[config.mk]
export PLATFORM = sky130hd
export DESIGN_NAME = rgb_nearest_color_classifier_unit
export DESIGN_NICKNAME = d
export VERILOG_FILES = /design/src/rtl/rncc_pkg.sv /design/src/rtl/rgb_nearest_color_classifier_unit.sv /design/src/rtl/rncc_front.sv /design/src/rtl/rncc_div_step.sv /design/src/rtl/rncc_nearest.sv
export SDC_FILE = /design/constraint.sdc
export NUM_CORES = 2
export LEC_CHECK = 0
export ABC_AREA = 1
export BUFFER_PORTS_ARGS = -buffer_cell sky130_fd_sc_hd__buf_2
export CAP_MARGIN = 20
export CORE_MARGIN = 3
export CORE_UTILIZATION = 37
export DETAILED_ROUTE_END_ITERATION = 10
export GPL_TIMING_DRIVEN = 0
export HOLD_SLACK_MARGIN = 0.05
export REMOVE_ABC_BUFFERS = 1
export SYNTH_ARGS = -nofsm -noshare
export SYNTH_HDL_FRONTEND = slang
export SYNTH_SLANG_ARGS = --single-unit
[constraint.sdc]
create_clock -name clk -period 30.8 [get_ports clk]
set_clock_uncertainty 0.2 [all_clocks]
set_input_delay 6.16 -clock clk [delete_from_list [all_inputs] [get_ports clk]]
set_output_delay 6.16 -clock clk [all_outputs]
set_load 0.05 [all_outputs]
[src/rtl/rncc_pkg.sv]
`timescale 1ns / 1ps
// ----------------------------------------------------------------------------
// rncc_pkg
// Shared types, constants and helpers for the nearest color classifier.
// ----------------------------------------------------------------------------
package rncc_pkg;

  localparam int CountW    = 24;  // raw counts and calibration registers
  localparam int IntenW    = 8;   // mapped intensity
  localparam int NumW      = 32;  // (black - raw) * 255
  localparam int DenShW    = 31;  // divisor aligned to the top quotient bit
  localparam int DistW     = 18;  // squared distance, max 3 * 255^2
  localparam int SqW       = 16;
  localparam int IdxW      = 3;
  localparam int RegIdxW   = 3;
  localparam int NumRefs   = 5;
  localparam int DivSteps  = 8;   // one quotient bit per stage
  localparam int FrontStg  = 2;
  localparam int NearStg   = 4;
  localparam int NumStages = FrontStg + DivSteps + NearStg;
  localparam int DataInW   = 72;
  localparam int DataOutW  = 32;

  localparam logic [CountW-1:0] WHITE_RED_RST   = 24'd225;
  localparam logic [CountW-1:0] BLACK_RED_RST   = 24'd600;
  localparam logic [CountW-1:0] WHITE_GREEN_RST = 24'd220;
  localparam logic [CountW-1:0] BLACK_GREEN_RST = 24'd800;
  localparam logic [CountW-1:0] WHITE_BLUE_RST  = 24'd240;
  localparam logic [CountW-1:0] BLACK_BLUE_RST  = 24'd750;

  localparam logic [IntenW-1:0] FULL_SCALE = 8'd255;
  localparam logic [IntenW-1:0] ZERO_SCALE = 8'd0;
  localparam logic [DistW-1:0]  DIST_BOUND = 18'd100000;

  typedef enum logic [RegIdxW-1:0] {
    REG_WHITE_RED   = 3'd0,
    REG_BLACK_RED   = 3'd1,
    REG_WHITE_GREEN = 3'd2,
    REG_BLACK_GREEN = 3'd3,
    REG_WHITE_BLUE  = 3'd4,
    REG_BLACK_BLUE  = 3'd5
  } cfg_reg_t;

  typedef enum logic [IdxW-1:0] {
    COLOR_RED   = 3'd0,
    COLOR_GREEN = 3'd1,
    COLOR_BLUE  = 3'd2,
    COLOR_WHITE = 3'd3,
    COLOR_BLACK = 3'd4
  } color_t;

  // Reference colors: every component is either 0 or 255, so one bit per
  // channel says which. Bit 0 red, bit 1 green, bit 2 blue.
  localparam logic [NumRefs-1:0][2:0] REF_FULL = {
    3'b000,  // black
    3'b111,  // white
    3'b100,  // blue
    3'b010,  // green
    3'b001   // red
  };

  // One channel on its way through the divider
  typedef struct packed {
    logic              fixed;      // result known without division
    logic [IntenW-1:0] fixed_val;
    logic [DenShW-1:0] den_sh;
    logic [NumW-1:0]   rem;
    logic [IntenW-1:0] quo;
  } div_chan_t;

  function automatic logic [IntenW-1:0] chan_intensity(input div_chan_t c);
    return c.fixed ? c.fixed_val : c.quo;
  endfunction

endpackage

[src/rtl/rgb_nearest_color_classifier_unit.sv]
`timescale 1ns / 1ps
// ----------------------------------------------------------------------------
// rgb_nearest_color_classifier_unit
// Maps three raw color counts to intensities and names the nearest color.
// ----------------------------------------------------------------------------
// Usage
//   Input stream (s_axis_*): one reading per transfer, three 24-bit pulse
//   counts. Output stream (m_axis_*): one result per reading, in order: the
//   red, green and blue intensities (0..255) and the nearest reference color
//   (0 red, 1 green, 2 blue, 3 white, 4 black; ties go to the lower code).
//   Calibration: six 24-bit white/black counts written through cfg_we,
//   cfg_index, cfg_data; indexes 6 and 7 are ignored. Write only while idle.
// Timing
//   14 pipeline stages: 2 calibration stages, 8 quotient stages (one bit
//   each of floor((black-raw)*255/(black-white))), 4 distance stages ending
//   in the output register. One reading is taken every cycle unless a
//   stalled output has filled the pipeline.
// Reset
//   rst empties the pipeline and loads the default calibration counts.
// Stall
//   Each stage holds when it is full and the stage after it cannot take its
//   item, so bubbles close up; s_axis_tready drops only once every stage is
//   full behind a stalled output. Nothing is lost or repeated.
// ----------------------------------------------------------------------------
module rgb_nearest_color_classifier_unit (
  input  logic                          clk,
  input  logic                          rst,
  // raw_red[23:0], raw_green[47:24], raw_blue[71:48]
  input  logic [rncc_pkg::DataInW-1:0]  s_axis_tdata,
  input  logic                          s_axis_tvalid,
  output logic                          s_axis_tready,
  // red[7:0], green[15:8], blue[23:16], color_index[26:24], zero fill
  output logic [rncc_pkg::DataOutW-1:0] m_axis_tdata,
  output logic                          m_axis_tvalid,
  input  logic                          m_axis_tready,
  input  logic                          cfg_we,
  input  logic [rncc_pkg::RegIdxW-1:0]  cfg_index,
  input  logic [rncc_pkg::CountW-1:0]   cfg_data
);
  import rncc_pkg::*;

  // Calibration registers
  logic [CountW-1:0] white_red, black_red;
  logic [CountW-1:0] white_green, black_green;
  logic [CountW-1:0] white_blue, black_blue;

  always_ff @(posedge clk) begin
    if (rst) begin
      white_red   <= WHITE_RED_RST;
      black_red   <= BLACK_RED_RST;
      white_green <= WHITE_GREEN_RST;
      black_green <= BLACK_GREEN_RST;
      white_blue  <= WHITE_BLUE_RST;
      black_blue  <= BLACK_BLUE_RST;
    end else if (cfg_we) begin
      case (cfg_reg_t'(cfg_index))
        REG_WHITE_RED:   white_red   <= cfg_data;
        REG_BLACK_RED:   black_red   <= cfg_data;
        REG_WHITE_GREEN: white_green <= cfg_data;
        REG_BLACK_GREEN: black_green <= cfg_data;
        REG_WHITE_BLUE:  white_blue  <= cfg_data;
        REG_BLACK_BLUE:  black_blue  <= cfg_data;
        default: ;
      endcase
    end
  end

  // Per-stage valid bits and advance enables (stage NumStages-1 is output)
  logic [NumStages-1:0] vld;
  logic [NumStages-1:0] adv;
  logic [NumStages-1:0] vld_in;

  always_comb begin
    adv[NumStages-1] = !vld[NumStages-1] || m_axis_tready;
    for (int k = NumStages - 2; k >= 0; k--) begin
      adv[k] = !vld[k] || adv[k+1];
    end
  end

  assign vld_in = {vld[NumStages-2:0], s_axis_tvalid};

  always_ff @(posedge clk) begin
    if (rst) begin
      vld <= '0;
    end else begin
      for (int k = 0; k < NumStages; k++) begin
        if (adv[k]) begin
          vld[k] <= vld_in[k];
        end
      end
    end
  end

  assign s_axis_tready = adv[0];
  assign m_axis_tvalid = vld[NumStages-1];

  // Channel datapaths: front end then quotient chain
  logic [2:0][CountW-1:0] raw_ch, white_ch, black_ch;
  div_chan_t              chain [3][DivSteps+1];

  assign raw_ch   = {s_axis_tdata[71:48], s_axis_tdata[47:24], s_axis_tdata[23:0]};
  assign white_ch = {white_blue, white_green, white_red};
  assign black_ch = {black_blue, black_green, black_red};

  for (genvar c = 0; c < 3; c++) begin : g_chan
    rncc_front u_front (
      .clk   (clk),
      .en_a  (adv[0]),
      .en_b  (adv[1]),
      .raw   (raw_ch[c]),
      .white (white_ch[c]),
      .black (black_ch[c]),
      .chan  (chain[c][0])
    );
    for (genvar j = 0; j < DivSteps; j++) begin : g_step
      rncc_div_step u_step (
        .clk      (clk),
        .en       (adv[FrontStg+j]),
        .chan_in  (chain[c][j]),
        .chan_out (chain[c][j+1])
      );
    end
  end

  // Nearest reference search and output register
  logic [IntenW-1:0] red, green, blue;
  color_t            color_index;

  rncc_nearest u_nearest (
    .clk         (clk),
    .en          (adv[NumStages-1:FrontStg+DivSteps]),
    .chan_r      (chain[0][DivSteps]),
    .chan_g      (chain[1][DivSteps]),
    .chan_b      (chain[2][DivSteps]),
    .red         (red),
    .green       (green),
    .blue        (blue),
    .color_index (color_index)
  );

  assign m_axis_tdata = {5'd0, color_index, blue, green, red};

endmodule

[src/rtl/rncc_front.sv]
`timescale 1ns / 1ps
// ----------------------------------------------------------------------------
// rncc_front
// Two-stage calibration front end for one channel: range checks, numerator
// and aligned divisor for the quotient pipeline.
// ----------------------------------------------------------------------------
module rncc_front (
  input  logic                        clk,
  input  logic                        en_a,
  input  logic                        en_b,
  input  logic [rncc_pkg::CountW-1:0] raw,
  input  logic [rncc_pkg::CountW-1:0] white,
  input  logic [rncc_pkg::CountW-1:0] black,
  output rncc_pkg::div_chan_t         chan
);
  import rncc_pkg::*;

  logic              full;
  logic              zero;
  logic [CountW-1:0] diff;
  logic [CountW-1:0] den;

  // Stage A: white test wins over black test
  always_ff @(posedge clk) begin
    if (en_a) begin
      full <= (raw <= white);
      zero <= (raw >= black);
      diff <= black - raw;
      den  <= black - white;
    end
  end

  // Stage B: diff * 255 = (diff << 8) - diff
  always_ff @(posedge clk) begin
    if (en_b) begin
      chan.fixed     <= full | zero;
      chan.fixed_val <= full ? FULL_SCALE : ZERO_SCALE;
      chan.rem       <= {diff, 8'd0} - {8'd0, diff};
      chan.den_sh    <= {den, 7'd0};
      chan.quo       <= '0;
    end
  end

endmodule

[src/rtl/rncc_div_step.sv]
`timescale 1ns / 1ps
// ----------------------------------------------------------------------------
// rncc_div_step
// One restoring division step: one quotient bit, divisor shifts down a bit.
// ----------------------------------------------------------------------------
module rncc_div_step (
  input  logic                clk,
  input  logic                en,
  input  rncc_pkg::div_chan_t chan_in,
  output rncc_pkg::div_chan_t chan_out
);
  import rncc_pkg::*;

  logic [NumW-1:0] den_ext;
  logic            take;

  assign den_ext = {1'b0, chan_in.den_sh};
  assign take    = (chan_in.rem >= den_ext);

  always_ff @(posedge clk) begin
    if (en) begin
      chan_out.fixed     <= chan_in.fixed;
      chan_out.fixed_val <= chan_in.fixed_val;
      chan_out.den_sh    <= chan_in.den_sh >> 1;
      chan_out.rem       <= take ? (chan_in.rem - den_ext) : chan_in.rem;
      chan_out.quo       <= {chan_in.quo[IntenW-2:0], take};
    end
  end

endmodule

[src/rtl/rncc_nearest.sv]
`timescale 1ns / 1ps
// ----------------------------------------------------------------------------
// rncc_nearest
// Four-stage nearest reference search: squares, distance sums, pairwise
// minimum, final pick against the bound. Last stage is the output register.
// ----------------------------------------------------------------------------
module rncc_nearest (
  input  logic                                 clk,
  input  logic [rncc_pkg::NearStg-1:0]         en,
  input  rncc_pkg::div_chan_t                  chan_r,
  input  rncc_pkg::div_chan_t                  chan_g,
  input  rncc_pkg::div_chan_t                  chan_b,
  output logic [rncc_pkg::IntenW-1:0]          red,
  output logic [rncc_pkg::IntenW-1:0]          green,
  output logic [rncc_pkg::IntenW-1:0]          blue,
  output rncc_pkg::color_t                     color_index
);
  import rncc_pkg::*;

  logic [2:0][IntenW-1:0] x_in;
  logic [2:0][IntenW-1:0] x_inv;   // 255 - x
  logic [2:0][IntenW-1:0] x0, x1, x2;
  logic [2:0][SqW-1:0]    sq_lo;   // squared distance to 0
  logic [2:0][SqW-1:0]    sq_hi;   // squared distance to 255
  logic [NumRefs-1:0][DistW-1:0] ref_dist;
  logic [NumRefs-1:0][DistW-1:0] ref_dist_next;
  logic [DistW-1:0] d01, d23, d4;
  color_t           i01, i23;
  logic [DistW-1:0] win_d;
  color_t           win_i;
  color_t           pick;

  assign x_in[0] = chan_intensity(chan_r);
  assign x_in[1] = chan_intensity(chan_g);
  assign x_in[2] = chan_intensity(chan_b);
  assign x_inv   = ~x_in;

  // Stage 0: per-channel squares
  always_ff @(posedge clk) begin
    if (en[0]) begin
      for (int c = 0; c < 3; c++) begin
        sq_lo[c] <= x_in[c] * x_in[c];
        sq_hi[c] <= x_inv[c] * x_inv[c];
      end
      x0 <= x_in;
    end
  end

  // Stage 1: distance sums
  always_comb begin
    for (int i = 0; i < NumRefs; i++) begin
      ref_dist_next[i] = '0;
      for (int c = 0; c < 3; c++) begin
        ref_dist_next[i] = ref_dist_next[i]
                         + {2'b00, (REF_FULL[i][c] ? sq_hi[c] : sq_lo[c])};
      end
    end
  end

  always_ff @(posedge clk) begin
    if (en[1]) begin
      ref_dist <= ref_dist_next;
      x1       <= x0;
    end
  end

  // Stage 2: pairwise minimum, lower index kept on a tie
  always_ff @(posedge clk) begin
    if (en[2]) begin
      if (ref_dist[1] < ref_dist[0]) begin
        d01 <= ref_dist[1];
        i01 <= COLOR_GREEN;
      end else begin
        d01 <= ref_dist[0];
        i01 <= COLOR_RED;
      end
      if (ref_dist[3] < ref_dist[2]) begin
        d23 <= ref_dist[3];
        i23 <= COLOR_WHITE;
      end else begin
        d23 <= ref_dist[2];
        i23 <= COLOR_BLUE;
      end
      d4 <= ref_dist[4];
      x2 <= x1;
    end
  end

  // Stage 3: final pick; nothing under the bound falls back to red
  always_comb begin
    win_d = d01;
    win_i = i01;
    if (d23 < win_d) begin
      win_d = d23;
      win_i = i23;
    end
    if (d4 < win_d) begin
      win_d = d4;
      win_i = COLOR_BLACK;
    end
    pick = (win_d < DIST_BOUND) ? win_i : COLOR_RED;
  end

  always_ff @(posedge clk) begin
    if (en[3]) begin
      red         <= x2[0];
      green       <= x2[1];
      blue        <= x2[2];
      color_index <= pick;
    end
  end

endmodule

==> run summary <==
Slew @ Worst Pin -> 1.19 ns
Final min period -> 19.08 ns
final setup TNS -> 0 ns
clock-pin slew on the worst setup and hold paths -> 0.06 ns
Comb power frac -> 53.6%
largest cells by area after synthesis -> edfxtp_1 45%, ha_1 11%, nand2_1 7.0%, inv_1 5.7%, a21oi_1 4.5%
Static Leak -> 64.5 nW
maximum ir drop on the vdd rail -> 0.0813 mV
Crit path largest cell delay -> 0.70 ns
Top Ports -> 138
Placer Congestion -> 0.919
register bit total from synthesis -> 2,146
postcts setup bufs -> 0
Final nets -> 15,935
critical path arrival -> 12.72 ns
drt drc -> 0
Fillers -> 35,481
Post-synth EDFFs -> 1,988
Storage cell area -> 0.0629 mm^2
CTS sink count -> 2,146
critical path required time -> 24.44 ns
initial antenna violation count -> 3
proportion of netlist area held by the largest area contributor -> 44.6%
die height -> 607 um
PnR Total Power -> 18.1 mW
share of cells above drive strength 1 -> 5.45%
register area share after synthesis -> 47.0%
Hold Crit Start -> u_nearest.x2[15]$_DFFE_PP_
Netlist Area Pre-Place -> 0.134 mm^2
R2R cell count -> 16
final antenna-violating net count -> 0
Hold Slack -> 0.179 ns
TritonCTS clock tree -> done
later-pin clock latency in the skew report -> 0.90 ns
placed inst area -> 0.140 mm^2
Via density -> 4.88
CP Class -> input pin to output port
Root Driver -> clkbuf_16
worst-path cell chain -> buf_2 > nor2_4 > nand4_4 > nor2_4 > nand2_8 > nor2_4 > nand2_8 > nor2_4 > nand2_8 > buf_16 > nor2_2 > nand2_8 > nor2_2 > nand2_4 > buf_12 > buf_16 > buf_2
htree depth -> 4
final setup fails -> 0
GR Overflow Total -> 0
Max Slew Vio Count -> 0
Die ar. -> 0.369 mm^2
cell area after layout -> 0.148 mm^2
Slew headroom -> 20.5%
P_int -> 10.2 mW
r2r startpoint -> vld[13]$_SDFFE_PP0P_
CTS Hold Buffers Added -> 0
Num CTS Buffers -> 235
Multi-input gate area -> 0.0622 mm^2
critical path launch point type -> input pin
post-CTS sizing -> 0
CP Capture Type -> output port
final hold viol count -> 0
Placeable Area -> 0.359 mm^2
f_max -> 0.0524 GHz
max_cap viols -> 0
r2r setup slk -> 23.67 ns
Syn. warnings -> 0
Syn Area/Cell -> 9.42 um^2
biggest area consumer among synthesized cells -> edfxtp_1
Die Wd -> 607 um
vias in the first global route -> 94,726
Final period util -> 61.9%
R2R Path End -> g_chan[2].u_front.den[6]$_DFFE_PP_
status -> complete, no violations
gr usage total -> 16.8%
largest net degree at the start of global routing -> 129
Hold Path Class -> flop to flop
Seq pwr share -> 30.6%
cell row count -> 220
Worst Path Max Fanout -> 125
Clk pwr share -> 15.9%
port bufs -> 132
routed len/inst -> 16.2 um
global-route wire length before repair -> 504 mm
switching pwr -> 7.87 mW
Total Wirelength -> 315 mm
top_reg_cell synth -> edfxtp_1
Hold Path Sink -> u_nearest.green[7]$_DFFE_PP_
Post-Syn Instances -> 14,201
drt pass-1 iters -> 5
DRC marker count from the first detailed-route iteration -> 5,314
Bufs on Longest Clock Path -> 4
synth-to-layout area growth -> 10.8%
Starting Density -> 37.2%
Slowest-stage cell, CP -> nand4_4
PwrDens -> 122 mW/mm^2
hpwl dp -> 253 mm
switch share -> 43.5%
Vias -> 94,770
Async SR Flop Fraction -> 0%
hold depth -> 0
RSZ-0062 raised after global routing -> false
synth unique cells -> 82
kinds of logic (layout without fill, tap and decap cells):
| logic type | count (synthesis) | count (layout) | share of synthesized area [%] |
|---|---|---|---|
| other | 1 | 10 | 0.00280 |
| AND/OR/NAND/NOR | 4592 | 4592 | 14.3 |
| XOR/XNOR | 872 | 872 | 5.71 |
| multiplexers | 1 | 1 | 0.00748 |
| AO/OA/AOI/OAI | 2930 | 2930 | 12.3 |
| flip-flops | 2146 | 2146 | 47.0 |
| adder cells (fa/ha/maj) | 1396 | 1396 | 14.1 |
| buffers and inverters | 2263 | 2689 | 6.62 |
worst max-delay path by stage:
stage / start / to / slack (ns)
after floorplan: m_axis_tready / s_axis_tready / 4.14
after global placement: m_axis_tready / s_axis_tready / -2.56
after detailed placement: m_axis_tready / s_axis_tready / 11.49
after CTS: m_axis_tready / s_axis_tready / 11.48
after global routing: m_axis_tready / s_axis_tready / 11.03
final: m_axis_tready / s_axis_tready / 11.72
critical path: cells and delay by family:
kind	cells	cell delay, ns
buffers and inverters	5	1.32
AND/OR/NAND/NOR	12	4.95
registers in the layout, summed over array words and instances (netlist names), 18 cells and up:
name and cells:
u_nearest.d01 18, u_nearest.ref_dist 90, u_nearest.x2 24, black_blue 24
black_red 24, u_nearest.d23 18, white_red 24, u_nearest.sq_hi 45
u_nearest.x0 21, white_blue 24, g_chan.u_front.diff 72, g_chan.u_front.chan 174
u_nearest.sq_lo 45, u_nearest.x1 24, g_chan.u_front.den 72, white_green 24
g_chan.g_step.u_step.chan_out 1332, black_green 24, u_nearest.d4 18
layout by cell type (no fill, tap or decap), types with 89 or more instances in the layout:
cell type	instances
nand2_1	2492
inv_1	2034
edfxtp_1	1988
ha_1	1214
a21oi_1	1192
nor2_1	1144
o21ai_0	941
xor2_1	507
xnor2_1	365
nand3_1	352
clkbuf_16	237
nor3_1	216
o21ai_1	193
fa_1	182
dfxtp_1	158
buf_2	132
nand4_1	131
a31oi_1	89
power groups by stage:
stage,logic [mW],registers [mW],clock network [mW]
after global routing,11.1,5.64,3.06
after global placement,9.56,5.58,0
after floorplan,7.43,5.25,0
after detailed placement,9.67,5.59,0
after CTS,9.71,5.53,2.95
final,9.69,5.53,2.87
final cells by class:
cell class / instances / share of cell area (%)
diodes: 1 / 0.00169
clock buffers: 286 / 4.18
clock inverters: 151 / 1.16
inverters: 2085 / 5.31
multi-input cells: 9800 / 42.0
flip-flops and latches: 2146 / 42.4
well taps: 4773 / 4.03
repair buffers: 167 / 0.935
routing by layer:
layer  wire, um  global-route usage, %  up-vias
met4      11800                   6.00        0
met3       9800                   1.57      560
met1     146000                   22.2    43564
met2     148000                   28.7     1518
li1           -                      -    49128
met5          0                      0        -
cell usage after synthesis, drive strengths merged, types with 20 or more instances:
library cell and instances:
inv 2066, clkbuf 83, o21a 46, o211ai 68
nor2 1166, nand2 2517, nand3b 43, nor4 70
a21oi 1228, a21boi 35, buf 95, ha 1214
a21o 70, or2 56, edfxtp 1988, nand3 361
a211oi 44, a221oi 20, o31ai 24, fa 182
o21ai 1187, nor3 219, a31oi 89, o21bai 51
xor2 507, o221ai 22, dfxtp 158, xnor2 365
nand4 132
per-stage QoR:
stage,setup slack (ns),cells,util [%]
floorplan,4.14,14031,-
global placement,-2.56,18936,38.8
detailed placement,11.49,18964,39.0
CTS,11.48,19401,41.2
global route,11.03,19409,41.2
finish,11.72,19409,41.2
Note: power is estimated with default switching activity, not from simulation.
